===== config.mk =====
export PLATFORM = sky130hd
export DESIGN_NAME = sensor_reply_frame_parser_core_flat
export DESIGN_NICKNAME = d
export VERILOG_FILES = /design/src/sv/srfp_pkg.sv /design/src/sv/srfp_in_if.sv /design/src/sv/srfp_out_if.sv /design/src/sv/sensor_reply_frame_parser_core.sv /design/src/flat_wrapper.sv
export SDC_FILE = /design/constraint.sdc
export NUM_CORES = 1
export LEC_CHECK = 0
export BUFFER_PORTS_ARGS = -buffer_cell sky130_fd_sc_hd__buf_2
export CAP_MARGIN = 5
export CORE_ASPECT_RATIO = 2
export CORE_MARGIN = 2
export CORE_UTILIZATION = 45
export CTS_CLUSTER_SIZE = 20
export DETAILED_ROUTE_END_ITERATION = 6
export PLACE_DENSITY = 0.77
export SETUP_SLACK_MARGIN = 0.3
export SYNTH_ARGS = -nofsm -noshare
export SYNTH_HDL_FRONTEND = slang
export SYNTH_SLANG_ARGS = --single-unit

===== constraint.sdc =====
create_clock -name i_clk -period 4.5 [get_ports i_clk]
set_clock_uncertainty 0.15 [all_clocks]
set_input_delay 0.225 -clock i_clk [delete_from_list [all_inputs] [get_ports i_clk]]
set_output_delay 0.225 -clock i_clk [all_outputs]
set_load 0.005 [all_outputs]

===== src/sv/srfp_pkg.sv =====
`timescale 1ns / 1ps
// ----------------------------------------------------------------------------
// srfp_pkg: shared types and constants of the sensor reply frame parser
// Frame markers, command codes, status codes and the result beat layout.
// ----------------------------------------------------------------------------
package srfp_pkg;

    // Field widths
    localparam int FUNC_W    = 2;
    localparam int BYTE_W    = 8;
    localparam int STATUS_W  = 2;
    localparam int PAYLOAD_W = 48;
    localparam int WORD_W    = 16;
    localparam int IDX_W     = 4;
    localparam int CFG_IDX_W = 2;
    localparam int CFG_W     = 8;

    // Frame layout
    localparam logic [BYTE_W-1:0] HDR_BYTE       = 8'hAA;
    localparam logic [BYTE_W-1:0] TAIL_BYTE      = 8'hAB;
    localparam logic [BYTE_W-1:0] DATA_REPLY_CMD = 8'hC0;
    localparam logic [IDX_W-1:0]  FRAME_LEN      = 4'd10;
    localparam logic [IDX_W-1:0]  LAST_IDX       = FRAME_LEN - 4'd1;
    localparam logic [IDX_W-1:0]  IDX_HDR        = 4'd0;
    localparam logic [IDX_W-1:0]  IDX_CMD        = 4'd1;
    localparam logic [IDX_W-1:0]  IDX_DATA_FIRST = 4'd2;
    localparam logic [IDX_W-1:0]  IDX_DATA_LAST  = 4'd7;
    localparam logic [IDX_W-1:0]  IDX_SUM        = 4'd8;
    localparam logic [IDX_W-1:0]  IDX_TAIL       = 4'd9;
    localparam int                DATA_BYTES     = 6;

    // Function codes of an input beat
    localparam logic [FUNC_W-1:0] FUNC_START = 2'd0;
    localparam logic [FUNC_W-1:0] FUNC_BYTE  = 2'd1;
    localparam logic [FUNC_W-1:0] FUNC_TICK  = 2'd2;

    // Status codes of a result beat
    localparam logic [STATUS_W-1:0] ST_PENDING = 2'd0;
    localparam logic [STATUS_W-1:0] ST_FRAME   = 2'd1;
    localparam logic [STATUS_W-1:0] ST_TIMEOUT = 2'd2;
    localparam logic [STATUS_W-1:0] ST_IGNORED = 2'd3;

    // Configuration register indexes and reset values
    localparam logic [CFG_IDX_W-1:0] CFG_EXP_CMD   = 2'd0;
    localparam logic [CFG_IDX_W-1:0] CFG_EXP_DATA1 = 2'd1;
    localparam logic [CFG_IDX_W-1:0] CFG_TIMEOUT   = 2'd2;
    localparam logic [CFG_W-1:0]     RST_EXP_CMD   = 8'hC0;
    localparam logic [CFG_W-1:0]     RST_EXP_DATA1 = 8'h00;
    localparam logic [CFG_W-1:0]     RST_TIMEOUT   = 8'hFF;

    localparam logic [BYTE_W-1:0] TICK_MAX = 8'hFF;

    typedef struct packed {
        logic [STATUS_W-1:0]  status;
        logic [PAYLOAD_W-1:0] payload;
    } t_result;

endpackage


===== src/sv/srfp_in_if.sv =====
`timescale 1ns / 1ps
// ----------------------------------------------------------------------------
// srfp_in_if: input beat channel of the frame parser
// Valid/ready handshake carrying one function code and one received byte.
// ----------------------------------------------------------------------------
interface srfp_in_if;
    logic                          valid;
    logic                          ready;
    logic [srfp_pkg::FUNC_W-1:0]   func;
    logic [srfp_pkg::BYTE_W-1:0]   rx_byte;

    modport source (output valid, output func, output rx_byte, input ready);
    modport sink   (input valid, input func, input rx_byte, output ready);
endinterface


===== src/sv/srfp_out_if.sv =====
`timescale 1ns / 1ps
// ----------------------------------------------------------------------------
// srfp_out_if: result beat channel of the frame parser
// Valid/ready handshake carrying status, frame payload and the two words.
// ----------------------------------------------------------------------------
interface srfp_out_if;
    logic                             valid;
    logic                             ready;
    logic [srfp_pkg::STATUS_W-1:0]    status;
    logic [srfp_pkg::PAYLOAD_W-1:0]   payload;
    logic [srfp_pkg::WORD_W-1:0]      first_word;
    logic [srfp_pkg::WORD_W-1:0]      second_word;

    modport source (output valid, output status, output payload, output first_word,
                    output second_word, input ready);
    modport sink   (input valid, input status, input payload, input first_word,
                    input second_word, output ready);
endinterface


===== src/sv/sensor_reply_frame_parser_core.sv =====
`timescale 1ns / 1ps
// ----------------------------------------------------------------------------
// sensor_reply_frame_parser_core: 10-byte sensor reply frame parser
// Checks header, command, first data byte (for non-data replies only),
// checksum and tail of a serial reply frame, counts millisecond ticks toward
// a timeout, and reports one result beat for every input beat.
// ----------------------------------------------------------------------------
// Usage:
//   i_in  carries input beats: func START arms the parser, BYTE feeds one
//         received byte, TICK counts one millisecond while armed.
//   o_out carries exactly one result beat per input beat, in order:
//         PENDING, FRAME (payload and words valid), TIMEOUT or IGNORED.
//   Config: write i_cfg_data into register i_cfg_idx while i_cfg_we is high
//         (0 expected command, 1 expected first data byte, 2 timeout limit);
//         write only while no beat is in flight.
// Output: a result is registered in r_out, or in the skid register while o_out stalls.
// Throughput: one beat per cycle unless stalled; each beat is checked by one
//   pass of compare/add logic from the parser state into the result register.
// Reset: parser disarmed, all counters and registers but r_out and r_skd at
//   their reset values, no result pending.
// Stall: while o_out.ready is low one more beat is taken into a skid
//   register, then i_in.ready drops until the receiver takes a beat.
// ----------------------------------------------------------------------------
module sensor_reply_frame_parser_core (
    input  logic                              i_clk,
    input  logic                              i_rst_n,
    srfp_in_if.sink                           i_in,
    srfp_out_if.source                        o_out,
    input  logic                              i_cfg_we,
    input  logic [srfp_pkg::CFG_IDX_W-1:0]    i_cfg_idx,
    input  logic [srfp_pkg::CFG_W-1:0]        i_cfg_data
);

    // Configuration registers
    logic [srfp_pkg::CFG_W-1:0]     r_exp_cmd;
    logic [srfp_pkg::CFG_W-1:0]     r_exp_data1;
    logic [srfp_pkg::CFG_W-1:0]     r_timeout;

    // Parser state
    logic                           r_armed,    n_armed;
    logic [srfp_pkg::IDX_W-1:0]     r_byte_idx, n_byte_idx;
    logic [srfp_pkg::BYTE_W-1:0]    r_sum,      n_sum;
    logic [srfp_pkg::PAYLOAD_W-1:0] r_pay,      n_pay;
    logic [srfp_pkg::BYTE_W-1:0]    r_tick,     n_tick;

    // Output register and skid stage
    srfp_pkg::t_result              r_out,      n_out;
    srfp_pkg::t_result              r_skd;
    logic                           r_out_vld;
    logic                           r_skd_vld;

    srfp_pkg::t_result              res;
    logic                           in_fire;
    logic                           out_fire;
    logic                           byte_ok;
    logic [srfp_pkg::BYTE_W-1:0]    lim_m1;

    assign in_fire  = i_in.valid && i_in.ready;
    assign out_fire = r_out_vld && o_out.ready;

    // A limit of zero acts as one: the first tick times out.
    assign lim_m1 = (r_timeout == '0) ? '0 : r_timeout - 8'd1;

    // ------------------------------------------------------------------
    // Configuration writes
    // ------------------------------------------------------------------
    always_ff @(posedge i_clk) begin
        if (!i_rst_n) begin
            r_exp_cmd   <= srfp_pkg::RST_EXP_CMD;
            r_exp_data1 <= srfp_pkg::RST_EXP_DATA1;
            r_timeout   <= srfp_pkg::RST_TIMEOUT;
        end else if (i_cfg_we) begin
            case (i_cfg_idx)
                srfp_pkg::CFG_EXP_CMD:   r_exp_cmd   <= i_cfg_data;
                srfp_pkg::CFG_EXP_DATA1: r_exp_data1 <= i_cfg_data;
                srfp_pkg::CFG_TIMEOUT:   r_timeout   <= i_cfg_data;
                default: ;
            endcase
        end
    end

    // ------------------------------------------------------------------
    // One pass per beat: next state and result
    // ------------------------------------------------------------------
    always_comb begin
        n_armed    = r_armed;
        n_byte_idx = r_byte_idx;
        n_sum      = r_sum;
        n_pay      = r_pay;
        n_tick     = r_tick;
        byte_ok    = 1'b0;
        res        = '0;
        res.status = srfp_pkg::ST_PENDING;

        case (i_in.func)
            srfp_pkg::FUNC_START: begin
                // Re-arm even if a read is already running.
                n_armed    = 1'b1;
                n_byte_idx = '0;
                n_sum      = '0;
                n_pay      = '0;
                n_tick     = '0;
            end
            srfp_pkg::FUNC_BYTE: begin
                if (!r_armed) begin
                    res.status = srfp_pkg::ST_IGNORED;
                end else begin
                    case (r_byte_idx)
                        srfp_pkg::IDX_HDR:  byte_ok = (i_in.rx_byte == srfp_pkg::HDR_BYTE);
                        srfp_pkg::IDX_CMD:  byte_ok = (i_in.rx_byte == r_exp_cmd);
                        srfp_pkg::IDX_SUM:  byte_ok = (i_in.rx_byte == r_sum);
                        srfp_pkg::IDX_TAIL: byte_ok = (i_in.rx_byte == srfp_pkg::TAIL_BYTE);
                        default: begin
                            if (r_byte_idx >= srfp_pkg::IDX_DATA_FIRST &&
                                r_byte_idx <= srfp_pkg::IDX_DATA_LAST) begin
                                // First data byte is only checked for non-data replies.
                                byte_ok = (r_byte_idx != srfp_pkg::IDX_DATA_FIRST) ||
                                          (r_exp_cmd == srfp_pkg::DATA_REPLY_CMD) ||
                                          (i_in.rx_byte == r_exp_data1);
                                if (byte_ok) begin
                                    for (int k = 0; k < srfp_pkg::DATA_BYTES; k++) begin
                                        if (r_byte_idx == srfp_pkg::IDX_W'(k + 2)) begin
                                            n_pay[k*srfp_pkg::BYTE_W +: srfp_pkg::BYTE_W] =
                                                i_in.rx_byte;
                                        end
                                    end
                                    n_sum = (r_byte_idx == srfp_pkg::IDX_DATA_FIRST) ?
                                            i_in.rx_byte : r_sum + i_in.rx_byte;
                                end
                            end else begin
                                // Out-of-range position: drop and restart.
                                byte_ok = 1'b0;
                            end
                        end
                    endcase

                    if (!byte_ok) begin
                        n_byte_idx = '0;
                    end else if (r_byte_idx == srfp_pkg::LAST_IDX) begin
                        n_byte_idx  = '0;
                        n_armed     = 1'b0;
                        res.status  = srfp_pkg::ST_FRAME;
                        res.payload = r_pay;
                    end else begin
                        n_byte_idx = r_byte_idx + 4'd1;
                    end
                end
            end
            srfp_pkg::FUNC_TICK: begin
                if (r_armed) begin
                    n_tick = (r_tick == srfp_pkg::TICK_MAX) ? r_tick : r_tick + 8'd1;
                    if (n_tick >= lim_m1) begin
                        n_armed    = 1'b0;
                        res.status = srfp_pkg::ST_TIMEOUT;
                    end
                end
            end
            default: ;
        endcase
    end

    // Advance parser state on an accepted beat only.
    always_ff @(posedge i_clk) begin
        if (!i_rst_n) begin
            r_armed    <= 1'b0;
            r_byte_idx <= '0;
            r_sum      <= '0;
            r_pay      <= '0;
            r_tick     <= '0;
        end else if (in_fire) begin
            r_armed    <= n_armed;
            r_byte_idx <= n_byte_idx;
            r_sum      <= n_sum;
            r_pay      <= n_pay;
            r_tick     <= n_tick;
        end
    end

    // ------------------------------------------------------------------
    // Output register plus skid stage
    // ------------------------------------------------------------------
    assign i_in.ready = !r_skd_vld;
    assign n_out      = r_skd_vld ? r_skd : res;

    always_ff @(posedge i_clk) begin
        if (!i_rst_n) begin
            r_out_vld <= 1'b0;
            r_skd_vld <= 1'b0;
        end else begin
            if (!r_out_vld || o_out.ready) begin
                // Output slot frees: refill from skid first, else from this beat.
                r_out_vld <= r_skd_vld || in_fire;
                r_skd_vld <= 1'b0;
            end else if (in_fire) begin
                // Receiver stalled: hold the new result in the skid stage.
                r_skd_vld <= 1'b1;
            end
        end
    end

    always_ff @(posedge i_clk) begin
        if (!r_out_vld || o_out.ready) begin
            r_out <= n_out;
        end
        if (in_fire && r_out_vld && !o_out.ready) begin
            r_skd <= res;
        end
    end

    assign o_out.valid       = r_out_vld;
    assign o_out.status      = r_out.status;
    assign o_out.payload     = r_out.payload;
    assign o_out.first_word  = r_out.payload[srfp_pkg::WORD_W-1:0];
    assign o_out.second_word = r_out.payload[2*srfp_pkg::WORD_W-1:srfp_pkg::WORD_W];

    // ------------------------------------------------------------------
    // Assertions
    // ------------------------------------------------------------------
    a_skid_behind_out: assert property (@(posedge i_clk) disable iff (!i_rst_n)
        r_skd_vld |-> r_out_vld)
        else $error("skid stage full while output register empty");

    a_idx_in_frame: assert property (@(posedge i_clk) disable iff (!i_rst_n)
        r_byte_idx < srfp_pkg::FRAME_LEN)
        else $error("byte index beyond frame length");

    a_done_disarms: assert property (@(posedge i_clk) disable iff (!i_rst_n)
        (in_fire && (res.status == srfp_pkg::ST_FRAME || res.status == srfp_pkg::ST_TIMEOUT))
        |=> !r_armed)
        else $error("parser still armed after frame or timeout");

    a_payload_only_on_frame: assert property (@(posedge i_clk) disable iff (!i_rst_n)
        (r_out_vld && r_out.status != srfp_pkg::ST_FRAME) |-> (r_out.payload == '0))
        else $error("payload nonzero on a non-frame result");

endmodule

===== src/flat_wrapper.sv =====
// flat-port wrapper written by rule: the top's interface ports become plain ports
module sensor_reply_frame_parser_core_flat 
  (i_clk, i_rst_n, i_cfg_we, i_cfg_idx, i_cfg_data, i_in_valid, i_in_func, i_in_rx_byte, i_in_ready, o_out_valid, o_out_status, o_out_payload, o_out_first_word, o_out_second_word, o_out_ready);
  srfp_in_if i_in_i ();
  srfp_out_if o_out_i ();
  input  logic i_clk;
  input  logic i_rst_n;
  input  logic i_cfg_we;
  input  logic [srfp_pkg::CFG_IDX_W-1:0] i_cfg_idx;
  input  logic [srfp_pkg::CFG_W-1:0] i_cfg_data;
  input wire logic [$bits(i_in_i.valid)-1:0] i_in_valid;
  input wire logic [$bits(i_in_i.func)-1:0] i_in_func;
  input wire logic [$bits(i_in_i.rx_byte)-1:0] i_in_rx_byte;
  output wire logic [$bits(i_in_i.ready)-1:0] i_in_ready;
  output wire logic [$bits(o_out_i.valid)-1:0] o_out_valid;
  output wire logic [$bits(o_out_i.status)-1:0] o_out_status;
  output wire logic [$bits(o_out_i.payload)-1:0] o_out_payload;
  output wire logic [$bits(o_out_i.first_word)-1:0] o_out_first_word;
  output wire logic [$bits(o_out_i.second_word)-1:0] o_out_second_word;
  input wire logic [$bits(o_out_i.ready)-1:0] o_out_ready;
  assign i_in_i.valid = i_in_valid;
  assign i_in_i.func = i_in_func;
  assign i_in_i.rx_byte = i_in_rx_byte;
  assign i_in_ready = i_in_i.ready;
  assign o_out_valid = o_out_i.valid;
  assign o_out_status = o_out_i.status;
  assign o_out_payload = o_out_i.payload;
  assign o_out_first_word = o_out_i.first_word;
  assign o_out_second_word = o_out_i.second_word;
  assign o_out_i.ready = o_out_ready;
  sensor_reply_frame_parser_core u_core (.i_clk(i_clk), .i_rst_n(i_rst_n), .i_in(i_in_i), .o_out(o_out_i), .i_cfg_we(i_cfg_we), .i_cfg_idx(i_cfg_idx), .i_cfg_data(i_cfg_data));
endmodule

==> out/metrics.cfg <==
[cells_and_area]
fin_nets=1050
multi_input_area_um2=3940
final_cells=1285
seq_area_um2=4910
drive_gt1_share_pct=21.4
nFillCells=1905
syn_to_final_growth_pct=11.7
diodes=0

[sta]
rsz0062_at_grt=no
fin_crit_ps=3280
finalSetupViolations=0
hold_viol=0
slew-limit-headroom_pct=22.3
slew_violations=0
period_share_pct=72.9
worst_slew_pin_slew_ps=1160
fin_tns_setup_ps=0
fmax_ghz=0.305
timing.hold.ws_ps=42.3

[synth]
ys_seq_area_share_pct=51.2
ys_ff_latch=195
synth_area_leader_cell=edfxtp_1
synthArstFlopShare_pct=0
synth_top_area_share_pct=31.4
synth_cells=943
synth_ff_type=edfxtp_1
synth_area_per_cell_um2=10.2
yosys-top-cells-area=edfxtp_1 31%, dfxtp_1 20%, mux2i_1 6.1%, nand2_1 3.8%, nor2_1 3.6%
synthesis.area_um2=9570
synth.distinct_cells=64
syn-num-nets=990
synth_edf_count=100
yosysWarningCount=0

[placed_design]
dp_cells=1244
io_buffer_count=108
dp_hpwl_um=14200
gp_congestion=0.878

[setup_path]
cpPeakStageDelay_ps=800
cp.required_ps=4600
path_max_fanout=34
crit_arrival_ps=3390
crit_slowest_cell=dfxtp_1
cp-end-kind=flop
crit_chain=nor3b_1 > or3b_1 > a211oi_1 > and4b_1 > nand3_4 > buf_4 > o31ai_1
crit_type=reg2reg
cp-start-kind=flop

[pwr]
p_int_mw=2.80
p_clk_share_pct=39.5
p_switching_uw=846
p_seq_share_pct=53.5
p_per_area_nw_per_um2=341
p_leak_nw=3.95
combinationalPowerShare_pct=7.0
sw_frac_of_total_pct=23.2
vdd_drop_max_uv=249

[clock_tree]
htree_num_levels=4
clk_path_buf_depth=2
root_buffer=clkbuf_16
cts_tree=yes
clock_sinks=195
cts_setup_buffers=0
clk_latency_ps=440
numCtsBuffers=17
clk_pin_slew_ps=70

[global_routing]
use_met1_pct=18.0
grt_pass1_vias=6578
grt_most_used_layer=met2
grt_pass1_wl_um=32000
grt_util_met2_pct=34.5
antenna_found_initial=0
grt_max_degree=79
use_met3_pct=3.40
grt_overflow=0
grtUsageTotal_pct=18.2

[floorplanning]
die_h_um=210
die_width_um=107
fp.dieArea_um2=22500
io_pins=109
core-area_um2=20900
start_util_pct=45.8
rows=75

[drt]
routed_via_density=5.32
dr.pass1.iters=6
drc=0
drt_iter0_drc=431
wire_per_inst_um=15.7
vias=6840
wl_um=20100
ant_nets=0

[job]
max_cap_viol_count=0

[hold_path]
worstHoldPathType=in2reg

[outcome]
status=completed

==> worst paths after layout <==
path,to,startpoint,depth (start not counted),slack (ps)
worst max-delay path,u_core.o_out.payload[20],u_core.r_byte_idx[3],7,1220
worst min-delay path,u_core.r_sum[5],i_in_rx_byte[5],3,40
worst min register to register,u_core.r_pay[10],u_core.r_pay[10],2,350
worst max register to register,u_core.o_out.payload[20],u_core.r_byte_idx[3],7,1220
==> power groups by stage <==
| stage | clock network [mW] | logic, mW | registers [mW] |
|---|---|---|---|
| floorplan | 0 | 0.167 | 1.99 |
| global placement | 0 | 0.246 | 1.99 |
| detailed placement | 0 | 0.251 | 1.99 |
| CTS | 1.46 | 0.258 | 1.95 |
| global route | 1.53 | 0.281 | 1.96 |
| finish | 1.44 | 0.256 | 1.95 |
==> per-layer routing <==
metal	part of all wire, %	routed length, um	vias up
li1	-	-	3379
met1	38	7610	3229
met2	54	10900	180
met3	3.8	772	52
met4	4.1	835	0
met5	0	0	-
==> metrics by stage <==
stage / instance area, um^2 / util, % / setup slack (ps) / power [mW]
final: 10700 / 51.1 / 1220 / 3.64
after global routing: 10700 / 51.1 / 932 / 3.76
after CTS: 10700 / 51.1 / 1210 / 3.67
after detailed placement: 10000 / 48.0 / 1220 / 2.24
after global placement: 10000 / 48.0 / 1380 / 2.24
after floorplan: 9580 / - / 699 / 2.15
==> logic make-up (layout without fill, tap and decap cells) <==
group	after synthesis	count (layout)	synth area share, %
buf+inv	151	224	7.85
compound gates	156	156	12.3
fa+ha+maj	22	22	2.95
simple gates	338	338	17.5
mux	59	59	6.18
xor+xnor	22	22	2.01
flops	195	195	51.2
==> area by class of cell <==
type                       instances  share of cell area, %
multi-input combinational        597                   36.8
clock buffer                      22                   4.54
inverter                          64                   2.25
timing repair buffer             128                   6.67
clock inverter                    10                  0.667
tap                              269                   3.15
sequential                       195                   45.9
==> registers in the layout, indices dropped and copies added, names as in the netlist <==
signal,count
u_core.r_skd,50
u_core.o_out.payload,48
u_core.r_pay,48
u_core.r_exp_cmd,8
u_core.r_exp_data1,8
u_core.r_sum,8
u_core.r_tick,8
u_core.r_timeout,8
u_core.r_byte_idx,4
u_core.o_out.status,2
u_core.o_out.valid,1
u_core.r_armed,1
u_core.r_skd_vld,1
==> Yosys cell counts (4+ instances only) <==
master and n:
edfxtp_1 100, nand2_1 96, dfxtp_1 95, nor2_1 91, inv_1 62, mux2i_1 58
o31ai_1 44, nor2_2 40, buf_4 36, a21oi_1 28, clkbuf_1 25, nand3_1 24
ha_1 21, xnor2_1 19, o21ai_0 13, buf_1 11, nor3b_1 11, buf_2 10
nor2b_1 10, o31ai_2 10, nand3b_1 9, a22oi_1 8, nand2b_1 8, nor3_1 8
o32ai_1 8, or3_1 8, a21o_1 7, and2_1 7, nand4_1 6, o21a_1 6
buf_6 5, a21oi_2 4, and3b_1 4, o211ai_1 4
==> timing repair <==
| action | CTS | global route |
|---|---|---|
| gates resized for setup | 0 | 0 |
| hold buffers | 9 | 0 |
| endpoints found under the hold margin | 26 | 0 |
==> worst max-delay path, delay by kind of cell (launching register included) <==
kind                   cells  cell delay (ps)
buffers and inverters      1              440
AND/OR/NAND/NOR            4             1210
flip-flops                 1              800
AO/OA/AOI/OAI              2              470
==> layout by cell type, fill, tap and decap left out, types with 18 or more instances in the layout <==
cell       Yosys  routed
mux2i_1       58      58
ha_1          21      21
nor2_1        91      90
buf_2         10     108
nand2_1       96      96
nor2_2        40      40
edfxtp_1     100     100
dfxtp_1       95      94
nand3_1       24      24
xnor2_1       19      19
o31ai_1       44      44
a21oi_1       28      28
inv_1         62      63
clkbuf_16      0      18
No activity file was read; power rests on OpenSTA's default activity.
